--- src/mau_pkg.sv ---
// ----------------------------------------------------------------------------
// mau_pkg: shared types and constants of the modular arithmetic unit
// Operation codes, widths and the controller-to-datapath command structs.
// ----------------------------------------------------------------------------
`default_nettype none
package mau_pkg;

   localparam int unsigned Width = 32;

   typedef logic [Width-1:0] word_type;
   typedef logic [2:0]       func_type;

   localparam func_type FUNC_ADD = 3'd0;
   localparam func_type FUNC_SUB = 3'd1;
   localparam func_type FUNC_MUL = 3'd2;
   localparam func_type FUNC_POW = 3'd3;
   localparam func_type FUNC_INV = 3'd4;

   // datapath operations issued by the controller
   typedef enum logic [3:0] {
      OP_NONE,
      OP_LOAD,      // latch operands, start reducing a and b
      OP_RED_STEP,  // one bit of operand reduction
      OP_ADDSUB,    // add or subtract of reduced operands
      OP_MUL_INIT,  // start x*y mod m (selects operands by mul_sel)
      OP_MUL_STEP,  // one bit of shift-add multiply
      OP_MUL_DONE,  // write product back (by mul_sel)
      OP_EXP_SHIFT, // shift exponent right, copy acc to result
      OP_INV_INIT,  // set up Euclid
      OP_DIV_INIT,  // start quotient r / nr
      OP_DIV_STEP,  // one bit of restoring division
      OP_INV_UPD,   // apply quotient to r and t
      OP_INV_FIN,   // finish inverse
      OP_ERROR      // result 0, status 1
   } op_type;

   // which multiply: product a*b, acc*sq, or sq*sq
   typedef enum logic [1:0] {
      MSEL_AB,
      MSEL_ACC,
      MSEL_SQ
   } msel_type;

   typedef struct packed {
      op_type   op;
      msel_type mul_sel;
   } cmd_type;

   typedef struct packed {
      logic red_done;
      logic mul_done;
      logic div_done;
      logic exp_zero;
      logic exp_lsb;
      logic nr_zero;
      logic mod_small;
   } sts_type;

endpackage
`default_nettype wire

--- src/mau_if.sv ---
// ----------------------------------------------------------------------------
// mau_req_if / mau_rsp_if: valid-ready channels of the unit
// Request carries func and two operands, response carries result and status.
// ----------------------------------------------------------------------------
`default_nettype none
interface mau_req_if;
   logic        valid;
   logic        ready;
   logic [2:0]  func;
   logic [31:0] operand_a;
   logic [31:0] operand_b;
   modport source (output valid, func, operand_a, operand_b, input ready);
   modport sink   (input valid, func, operand_a, operand_b, output ready);
endinterface

interface mau_rsp_if;
   logic        valid;
   logic        ready;
   logic [31:0] result_value;
   logic        status;
   modport source (output valid, result_value, status, input ready);
   modport sink   (input valid, result_value, status, output ready);
endinterface
`default_nettype wire

--- src/mau_datapath.sv ---
// ----------------------------------------------------------------------------
// mau_datapath: registers and bit-serial units of the arithmetic unit
// Shift-subtract reduction, shift-add modular multiply, restoring divide.
// ----------------------------------------------------------------------------
`default_nettype none
module mau_datapath (
   input  wire                   clock,
   input  wire                   reset,
   input  wire mau_pkg::word_type modulus,
   input  wire mau_pkg::func_type req_func,
   input  wire mau_pkg::word_type req_a,
   input  wire mau_pkg::word_type req_b,
   input  wire mau_pkg::cmd_type  cmd,
   output mau_pkg::sts_type       sts,
   output mau_pkg::word_type      result,
   output logic                  err
);
   import mau_pkg::*;

   localparam int unsigned CntW = $clog2(Width + 1);

   // Operand and working registers
   word_type   a_ff, a_in, b_ff, b_in, e_ff, e_in;
   word_type   ra_ff, ra_in, rb_ff, rb_in;   // reduction remainders
   word_type   acc_ff, acc_in, sq_ff, sq_in;
   word_type   mx_ff, mx_in, my_ff, my_in, mp_ff, mp_in;
   word_type   r_ff, r_in, nr_ff, nr_in, dr_ff, dr_in;
   logic [Width:0] t_ff, t_in, nt_ff, nt_in, tp_ff, tp_in; // signed, two's complement
   logic [CntW-1:0] cnt_ff, cnt_in;
   word_type   res_ff, res_in;
   logic       err_ff, err_in;
   func_type   fn_ff, fn_in;

   // bit-serial helpers
   logic [Width:0] ra_sh, rb_sh, mp_dbl, dr_sh;
   logic [Width:0] sum_ab, sub_ab;
   logic [Width:0] t_new;
   logic           q_bit;
   word_type       mulx, muly;
   logic           is_wrap;

   assign is_wrap = (modulus == '0);

   // reduce (2*r + bit) mod m, value stays below 2m
   function automatic word_type modfix(logic [Width:0] v, word_type m);
      logic [Width:0] d;
      d = v - {1'b0, m};
      return (v >= {1'b0, m}) ? d[Width-1:0] : v[Width-1:0];
   endfunction

   always_comb begin
      ra_sh  = {ra_ff, a_ff[Width-1]};
      rb_sh  = {rb_ff, b_ff[Width-1]};
      mp_dbl = {mp_ff, 1'b0};
      dr_sh  = {dr_ff, mx_ff[Width-1]};
      q_bit  = (dr_sh >= {1'b0, nr_ff});
      mulx   = (cmd.mul_sel == MSEL_AB) ? a_ff : (cmd.mul_sel == MSEL_ACC) ? acc_ff : sq_ff;
      muly   = (cmd.mul_sel == MSEL_AB) ? b_ff : sq_ff;
      sum_ab = {1'b0, a_ff} + {1'b0, b_ff};
      sub_ab = {1'b0, a_ff} + {1'b0, modulus} - {1'b0, b_ff};
      t_new  = t_ff - tp_ff;
   end

   always_comb begin
      a_in = a_ff; b_in = b_ff; e_in = e_ff; ra_in = ra_ff; rb_in = rb_ff;
      acc_in = acc_ff; sq_in = sq_ff; mx_in = mx_ff; my_in = my_ff; mp_in = mp_ff;
      r_in = r_ff; nr_in = nr_ff; tp_in = tp_ff; dr_in = dr_ff;
      t_in = t_ff; nt_in = nt_ff; cnt_in = cnt_ff;
      res_in = res_ff; err_in = err_ff; fn_in = fn_ff;
      unique case (cmd.op)
         OP_LOAD: begin
            a_in = req_a; b_in = req_b; e_in = req_b; fn_in = req_func;
            ra_in = '0; rb_in = '0; cnt_in = CntW'(Width);
            err_in = 1'b0; res_in = '0;
            acc_in = (modulus == Width'(1)) ? '0 : Width'(1);
         end
         OP_RED_STEP: begin
            // shift one bit of a and b into the remainders; a,b shift left
            if (is_wrap) begin
               cnt_in = '0;
            end else begin
               ra_in = modfix(ra_sh, modulus);
               rb_in = modfix(rb_sh, modulus);
               a_in  = {a_ff[Width-2:0], 1'b0};
               b_in  = {b_ff[Width-2:0], 1'b0};
               cnt_in = cnt_ff - 1'b1;
               if (cnt_ff == CntW'(1)) begin
                  a_in = modfix(ra_sh, modulus);
                  b_in = modfix(rb_sh, modulus);
               end
            end
            sq_in = (cnt_ff == CntW'(1) && !is_wrap) ? modfix(ra_sh, modulus) : a_ff;
         end
         OP_ADDSUB: begin
            if (fn_ff == FUNC_ADD)
               res_in = is_wrap ? sum_ab[Width-1:0] : modfix(sum_ab, modulus);
            else
               res_in = is_wrap ? (a_ff - b_ff) : modfix(sub_ab, modulus);
         end
         OP_MUL_INIT: begin
            mx_in = mulx; my_in = muly; mp_in = '0; cnt_in = CntW'(Width);
         end
         OP_MUL_STEP: begin
            // Horner: p = 2p + x*ybit, top bit of y first
            if (is_wrap) begin
               mp_in = mp_ff[Width-1:0] + mp_ff[Width-1:0] +
                       (my_ff[Width-1] ? mx_ff : '0);
            end else begin
               mp_in = modfix(mp_dbl, modulus);
               if (my_ff[Width-1])
                  mp_in = modfix({1'b0, modfix(mp_dbl, modulus)} + {1'b0, mx_ff}, modulus);
            end
            my_in  = {my_ff[Width-2:0], 1'b0};
            cnt_in = cnt_ff - 1'b1;
         end
         OP_MUL_DONE: begin
            unique case (cmd.mul_sel)
               MSEL_AB:  res_in = mp_ff;
               MSEL_ACC: acc_in = mp_ff;
               default:  sq_in  = mp_ff;
            endcase
         end
         OP_EXP_SHIFT: begin
            e_in = {1'b0, e_ff[Width-1:1]};
            res_in = acc_ff;
         end
         OP_INV_INIT: begin
            r_in = modulus; nr_in = a_ff;
            t_in = '0; nt_in = (Width+1)'(1);
         end
         OP_DIV_INIT: begin
            tp_in = '0; dr_in = '0; cnt_in = CntW'(Width);
            // mx shifts the dividend r out top bit first
            mx_in = r_ff;
         end
         OP_DIV_STEP: begin
            if (q_bit)
               dr_in = dr_sh[Width-1:0] - nr_ff;
            else
               dr_in = dr_sh[Width-1:0];
            // running q*nt, quotient bits arrive top first
            tp_in  = {tp_ff[Width-1:0], 1'b0} + (q_bit ? nt_ff : '0);
            mx_in  = {mx_ff[Width-2:0], 1'b0};
            cnt_in = cnt_ff - 1'b1;
         end
         OP_INV_UPD: begin
            // remainder is dr, tp holds q*nt
            r_in  = nr_ff; nr_in = dr_ff;
            t_in  = nt_ff; nt_in = t_new;
         end
         OP_INV_FIN: begin
            if (r_ff != Width'(1)) begin
               err_in = 1'b1; res_in = '0;
            end else begin
               res_in = t_ff[Width] ? (t_ff[Width-1:0] + modulus) : t_ff[Width-1:0];
            end
         end
         OP_ERROR: begin
            err_in = 1'b1; res_in = '0;
         end
         default: ;
      endcase
   end

   always_ff @(posedge clock) begin
      a_ff <= a_in; b_ff <= b_in; e_ff <= e_in; ra_ff <= ra_in; rb_ff <= rb_in;
      acc_ff <= acc_in; sq_ff <= sq_in; mx_ff <= mx_in; my_ff <= my_in; mp_ff <= mp_in;
      r_ff <= r_in; nr_ff <= nr_in; tp_ff <= tp_in; dr_ff <= dr_in;
      t_ff <= t_in; nt_ff <= nt_in; res_ff <= res_in; fn_ff <= fn_in;
      if (reset) begin
         cnt_ff <= '0;
         err_ff <= 1'b0;
      end else begin
         cnt_ff <= cnt_in;
         err_ff <= err_in;
      end
   end

   // status to controller
   always_comb begin
      sts.red_done  = (cnt_ff == CntW'(1)) || is_wrap;
      sts.mul_done  = (cnt_ff == CntW'(1));
      sts.div_done  = (cnt_ff == CntW'(1));
      sts.exp_zero  = (e_ff == '0);
      sts.exp_lsb   = e_ff[0];
      sts.nr_zero   = (nr_ff == '0);
      sts.mod_small = (modulus[Width-1:1] == '0);
   end

   assign result = res_ff;
   assign err    = err_ff;
endmodule
`default_nettype wire

--- src/mau_ctrl.sv ---
// ----------------------------------------------------------------------------
// mau_ctrl: sequencer of the modular arithmetic unit
// Steps the datapath through reduction, multiply, power and Euclid loops.
// ----------------------------------------------------------------------------
`default_nettype none
module mau_ctrl (
   input  wire                   clock,
   input  wire                   reset,
   input  wire                   req_valid,
   output logic                  req_ready,
   input  wire mau_pkg::func_type req_func,
   output logic                  rsp_valid,
   input  wire                   rsp_ready,
   input  wire mau_pkg::sts_type  sts,
   output mau_pkg::cmd_type       cmd
);
   import mau_pkg::*;

   typedef enum logic [3:0] {
      S_IDLE, S_RED, S_DISPATCH, S_MUL_START, S_MUL, S_MUL_END,
      S_POW_TEST, S_POW_SQ, S_INV_START, S_INV_TEST, S_DIV, S_INV_UPD,
      S_ERR, S_OUT
   } state_type;

   state_type state_ff, state_in;
   func_type  fn_ff, fn_in;
   msel_type  msel_ff, msel_in;
   logic      rv_ff, rv_in;

   always_comb begin
      state_in = state_ff; fn_in = fn_ff; msel_in = msel_ff; rv_in = rv_ff;
      cmd.op = OP_NONE; cmd.mul_sel = msel_ff;
      req_ready = (state_ff == S_IDLE);
      unique case (state_ff)
         S_IDLE: if (req_valid) begin
            cmd.op = OP_LOAD; fn_in = req_func; state_in = S_RED;
         end
         S_RED: begin
            cmd.op = OP_RED_STEP;
            if (sts.red_done) state_in = S_DISPATCH;
         end
         S_DISPATCH: begin
            unique case (fn_ff) inside
               FUNC_ADD, FUNC_SUB: begin cmd.op = OP_ADDSUB; state_in = S_OUT; end
               FUNC_MUL: begin msel_in = MSEL_AB; state_in = S_MUL_START; end
               FUNC_POW: state_in = S_POW_TEST;
               FUNC_INV: state_in = sts.mod_small ? S_ERR : S_INV_START;
               default:  state_in = S_ERR;
            endcase
         end
         S_MUL_START: begin cmd.op = OP_MUL_INIT; state_in = S_MUL; end
         S_MUL: begin
            cmd.op = OP_MUL_STEP;
            if (sts.mul_done) state_in = S_MUL_END;
         end
         S_MUL_END: begin
            cmd.op = OP_MUL_DONE;
            unique case (msel_ff)
               MSEL_AB:  state_in = S_OUT;
               MSEL_ACC: begin msel_in = MSEL_SQ; state_in = S_MUL_START; end
               default:  state_in = S_POW_SQ;
            endcase
         end
         S_POW_TEST: begin
            if (sts.exp_zero) begin
               cmd.op = OP_EXP_SHIFT; state_in = S_OUT;
            end else begin
               msel_in  = sts.exp_lsb ? MSEL_ACC : MSEL_SQ;
               state_in = S_MUL_START;
            end
         end
         S_POW_SQ: begin cmd.op = OP_EXP_SHIFT; state_in = S_POW_TEST; end
         S_INV_START: begin cmd.op = OP_INV_INIT; state_in = S_INV_TEST; end
         S_INV_TEST: begin
            if (sts.nr_zero) begin
               cmd.op = OP_INV_FIN; state_in = S_OUT;
            end else begin
               cmd.op = OP_DIV_INIT; state_in = S_DIV;
            end
         end
         S_DIV: begin
            cmd.op = OP_DIV_STEP;
            if (sts.div_done) state_in = S_INV_UPD;
         end
         S_INV_UPD: begin cmd.op = OP_INV_UPD; state_in = S_INV_TEST; end
         S_ERR: begin cmd.op = OP_ERROR; state_in = S_OUT; end
         S_OUT: begin
            rv_in = 1'b1;
            if (rv_ff && rsp_ready) begin rv_in = 1'b0; state_in = S_IDLE; end
         end
         default: state_in = S_IDLE;
      endcase
   end

   always_ff @(posedge clock) begin
      if (reset) begin
         state_ff <= S_IDLE; fn_ff <= FUNC_ADD; msel_ff <= MSEL_AB; rv_ff <= 1'b0;
      end else begin
         state_ff <= state_in; fn_ff <= fn_in; msel_ff <= msel_in; rv_ff <= rv_in;
      end
   end

   assign rsp_valid = rv_ff;
endmodule
`default_nettype wire

--- src/modular_arithmetic_unit.sv ---
// ----------------------------------------------------------------------------
// modular_arithmetic_unit: add, sub, mul, pow and inverse modulo a register
// Sequencer plus bit-serial datapath; one word in, one word out.
// ----------------------------------------------------------------------------
//  channel | dir | payload
//  req     | in  | func, operand_a, operand_b
//  rsp     | out | result_value, status
//  csr     | in  | modulus (write only)
// Each word first has its operands reduced bit-serially (cut short with modulus
// zero), then runs add/sub or the shift-add multiply; power runs a multiply
// and a square per set exponent bit and a square per clear one; inverse runs
// a restoring divide per Euclid step.
// Reset is synchronous; no state beyond the modulus survives a word.
// A held response stalls the unit; no new word is taken until it is read.
`default_nettype none
module modular_arithmetic_unit (
   input  wire        clock,
   input  wire        reset,
   mau_req_if.sink    req,
   mau_rsp_if.source  rsp,
   input  wire        csr_write,
   input  wire [31:0] csr_wdata
);
   import mau_pkg::*;

   word_type modulus_ff;
   cmd_type  cmd;
   sts_type  sts;

   // modulus register
   always_ff @(posedge clock) begin
      if (reset) modulus_ff <= '0;
      else if (csr_write) modulus_ff <= csr_wdata;
   end

   mau_ctrl u_ctrl (
      .clock(clock), .reset(reset),
      .req_valid(req.valid), .req_ready(req.ready), .req_func(req.func),
      .rsp_valid(rsp.valid), .rsp_ready(rsp.ready),
      .sts(sts), .cmd(cmd)
   );

   mau_datapath u_dp (
      .clock(clock), .reset(reset), .modulus(modulus_ff),
      .req_func(req.func), .req_a(req.operand_a), .req_b(req.operand_b),
      .cmd(cmd), .sts(sts), .result(rsp.result_value), .err(rsp.status)
   );
endmodule
`default_nettype wire

--- src/flat_wrapper.sv ---
// flat-port wrapper written by rule: the top's interface ports become plain ports
module modular_arithmetic_unit_flat import mau_pkg::*;
  (clock, reset, csr_write, csr_wdata, req_valid, req_func, req_operand_a, req_operand_b, req_ready, rsp_valid, rsp_result_value, rsp_status, rsp_ready);
  mau_req_if req_i ();
  mau_rsp_if rsp_i ();
  input  wire clock;
  input  wire reset;
  input  wire csr_write;
  input  wire [31:0] csr_wdata;
  input wire logic [$bits(req_i.valid)-1:0] req_valid;
  input wire logic [$bits(req_i.func)-1:0] req_func;
  input wire logic [$bits(req_i.operand_a)-1:0] req_operand_a;
  input wire logic [$bits(req_i.operand_b)-1:0] req_operand_b;
  output wire logic [$bits(req_i.ready)-1:0] req_ready;
  output wire logic [$bits(rsp_i.valid)-1:0] rsp_valid;
  output wire logic [$bits(rsp_i.result_value)-1:0] rsp_result_value;
  output wire logic [$bits(rsp_i.status)-1:0] rsp_status;
  input wire logic [$bits(rsp_i.ready)-1:0] rsp_ready;
  assign req_i.valid = req_valid;
  assign req_i.func = req_func;
  assign req_i.operand_a = req_operand_a;
  assign req_i.operand_b = req_operand_b;
  assign req_ready = req_i.ready;
  assign rsp_valid = rsp_i.valid;
  assign rsp_result_value = rsp_i.result_value;
  assign rsp_status = rsp_i.status;
  assign rsp_i.ready = rsp_ready;
  modular_arithmetic_unit u_core (.clock(clock), .reset(reset), .req(req_i), .rsp(rsp_i), .csr_write(csr_write), .csr_wdata(csr_wdata));
endmodule
--- config.mk ---
export PLATFORM = sky130hd
export DESIGN_NAME = modular_arithmetic_unit_flat
export DESIGN_NICKNAME = d
export VERILOG_FILES = /design/src/mau_pkg.sv /design/src/mau_if.sv /design/src/mau_datapath.sv /design/src/mau_ctrl.sv /design/src/modular_arithmetic_unit.sv /design/src/flat_wrapper.sv
export SDC_FILE = /design/constraint.sdc
export NUM_CORES = 2
export LEC_CHECK = 0
export ABC_AREA = 1
export BUFFER_PORTS_ARGS = -buffer_cell sky130_fd_sc_hd__buf_2
export CAP_MARGIN = 20
export CORE_ASPECT_RATIO = 1.4
export CORE_UTILIZATION = 35
export CTS_CLUSTER_SIZE = 24
export DETAILED_ROUTE_END_ITERATION = 6
export PLACE_DENSITY_LB_ADDON = 0.08
export SETUP_SLACK_MARGIN = 0.2
export SYNTH_ARGS = -nofsm -noshare
export SYNTH_HDL_FRONTEND = slang
export SYNTH_SLANG_ARGS = --single-unit
--- constraint.sdc ---
create_clock -name clock -period 14.5 [get_ports clock]
set_input_delay 4.35 -clock clock [delete_from_list [all_inputs] [get_ports clock]]
set_output_delay 4.35 -clock clock [all_outputs]
set_load 0.01 [all_outputs]
==> impl_results.md <==
- Status: complete, no violations
- Area Growth Syn to Fin: 9.04%
- FF+latch count, synth: 599
- MaxCap Viol Count: 0
- Primary FF master, synth: edfxtp_1
- Drt pass-1 iters: 6
- ANT nets after route: 0
- Critical path arrival: 8910 ps
- DR iter-0 viols: 7377
- Clock latency on the worst-skew pair: 730 ps
- CTS Sinks: 599
- Worst slew pin tran: 1300 ps
- Final #Nets: 9910
- WL final: 349000 um
- Clock-pin slew on the worst setup and hold paths: 60 ps
- Post-route DRC: 0
- CTS Hold Bufs: 0
- Register area share after synthesis: 28.4%
- Register area: 17500 um^2
- Max incr delay on CP: 720 ps
- WL met2: 155000 um
- Largest regs: u_core.u_dp.nt_ff (33), u_core.u_dp.t_ff (33), u_core.u_dp.tp_ff (33)
- Initial antenna violation count: 50
- H-tree Lvls: 3
- Synth warn: 0
- First-pass GRT wire length: 478000 um
- Area of the multi-input gates: 38100 um^2
- RR Endpoint: u_core.u_dp.mp_ff[7]$_SDFFCE_PN0P_
- Post-Syn Area: 61600 um^2
- WS Path Type: reg -> reg
- Crit. End Element: flip-flop
- Largest area contributor in the netlist: edfxtp_1
- Slew Limit Headroom: 12.5%
- Most used cell, CP: nand2_1
- End point of the critical path: u_core.u_dp.mp_ff[7]$_SDFFCE_PN0P_
- Post-route minimum period: 8430 ps
- Via/cell ratio: 5.69
- Worst hold path class: reg -> reg
- Top cells by area, synth: edfxtp_1 27%, nand2_1 16%, ha_1 9.7%
- Area after DPL: 64600 um^2
- Post-synth top cells: 2590 x nand2_1, 1257 x inv_1, 886 x nor2_1
- Worst-path maximum fanout: 45
- GRT Util Overall: 38.2%
- R2R depth: 39
- CTS tree: yes
- DR WL met3: 27500 um
- PortBufs: 138
- I/O pin count: 139
- GRT overflow: 0
- Wire per inst: 30.0 um
- CP required: 14980 ps
- Gpl congestion: 1.10
- Detailed placement HPWL: 284000 um
- Count of unique library cells instantiated by Yosys: 69
- Resized Gates After CTS: 0
- Die Y-Extent: 498 um
- Final number of hold-violating endpoints: 0
- Final worst path period share: 58.1%
- Worst hold start: u_core.u_dp.cnt_ff[3]$_SDFFE_PP0P_
- Clock Skew: 43.5 ps
- Layout Cells excl Fill: 11638
- Met1 WL: 137000 um
- Starting density of the core: 35.4%
- Mapped Nets: 9856
- Die ar.: 178000 um^2
- RSZ-0062 raised after global routing: false
- Fin area: 67200 um^2
- Synth top area share: 26.8%
- Max layer used: met5
- Mapped Cells: 9227
- Fillers: 19078
- Inserted Clock Buffers: 75
- Largest net degree at the start of global routing: 131
- Vias: 66180
- Fin. max-slew vios: 0
- Vias in the first global route: 63317
- Fmax: 0.119 GHz
- Reg2Reg Setup Slack: 6070 ps
- Crit start category: flip-flop
- Clock buffer depth: 3
- Ys async rst share: 0%
- Layout cell share with drive strength beyond 1: 5.69%
- Total Neg Setup Slack: 0 ps
- Count leader, synth: nand2_1
- CORE AREA: 174000 um^2
- Post-CTS Setup Bufs: 0
- Dpl cells: 11489
- RR Startpoint: u_core.modulus_ff[31]$_SDFFE_PP0P_
- Mean post-synth cell area: 6.68 um^2
- Post-synth EDFFs: 550
- DIE WIDTH: 357 um
- Clock root cell: clkbuf_16
- Final setup viols: 0
- Worst Setup SP: u_core.modulus_ff[31]$_SDFFE_PP0P_
- CP max-delay cell: nand4_4
- Row cnt: 181
[cell usage in the layout (no fill, tap or decap), types with 13 or more instances in the layout]
cell and instances:
xnor2_1 103, buf_2 138, nor3_1 73, or2_2 41, a21boi_0 20, inv_1 1252, buf_4 87, nor4_1 27
o221ai_1 20, edfxtp_1 550, and2_1 25, o21bai_1 62, clkinv_2 13, nand3_1 536, nand2_1 2589, inv_2 23
o21ai_1 47, xor2_1 152, a21o_1 50, nand4_1 149, a31oi_1 37, nor2_1 881, o211ai_1 43, fa_1 46
o21ai_0 601, ha_1 479, o21ai_2 17, dfxtp_1 48, nand2_2 34, nand3b_1 28, clkbuf_1 13, clkbuf_16 76
o21a_1 46, a21oi_1 876
[area by class of cell]
cell class / count / area share, %
multi-input combinational: 7096 / 56.7
sequential: 599 / 26.1
timing repair buffer: 228 / 2.08
antenna: 9 / 0.0335
inverter: 1281 / 7.17
clock buffer: 97 / 3.07
tap: 2287 / 4.26
clock inverter: 41 / 0.598
[layer usage]
layer,up-vias,track usage [%]
met5,-,0
met4,24,27.7
met3,796,6.80
met2,3060,60.0
met1,31641,46.8
li1,30659,-
[worst min path at each step]
stage / slack [ps] / end / cells past startpoint
after floorplan: 450 / u_core.u_dp.cnt_ff[3]$_SDFFE_PP0P_ / 2
after global placement: 470 / u_core.u_dp.cnt_ff[3]$_SDFFE_PP0P_ / 2
after detailed placement: 470 / u_core.u_dp.cnt_ff[3]$_SDFFE_PP0P_ / 2
after CTS: 480 / u_core.u_dp.cnt_ff[3]$_SDFFE_PP0P_ / 2
after global routing: 490 / u_core.u_dp.cnt_ff[3]$_SDFFE_PP0P_ / 2
final: 490 / u_core.u_dp.cnt_ff[3]$_SDFFE_PP0P_ / 2
[critical path: cells and delay by family, from the launching register on]
kind	cells	cell delay [ps]
simple gates	20	4300
fa+ha+maj	4	1250
compound gates	6	1250
buf+inv	9	780
flops	1	490
[per-stage QoR]
stage | utilization, % | hold slack (ps) | setup WS (ps)
final | 38.6 | 487 | 6070
after global routing | 38.6 | 494 | 5540
after CTS | 38.5 | 480 | 6140
after detailed placement | 37.1 | 468 | 6220
after global placement | 37.1 | 469 | 6170
after floorplan | - | 447 | 6400
[kinds of logic (layout without fill, tap and decap cells)]
kind of cell               Yosys count  count (layout)  synth area share, %
and+or+nand+nor                   4450            4450                 30.2
AOI/OAI and AO/OA                 1866            1866                 16.7
xor gates and xnor gates           255             255                 3.63
other                                0               9                    0
DFF                                599             599                 28.4
buffers and inverters             1532            1647                 9.88
adders and majority gates          525             525                 11.2
Power is not shown: default switching activity piles up to over one toggle a cycle in this logic, so the estimate is an artifact.
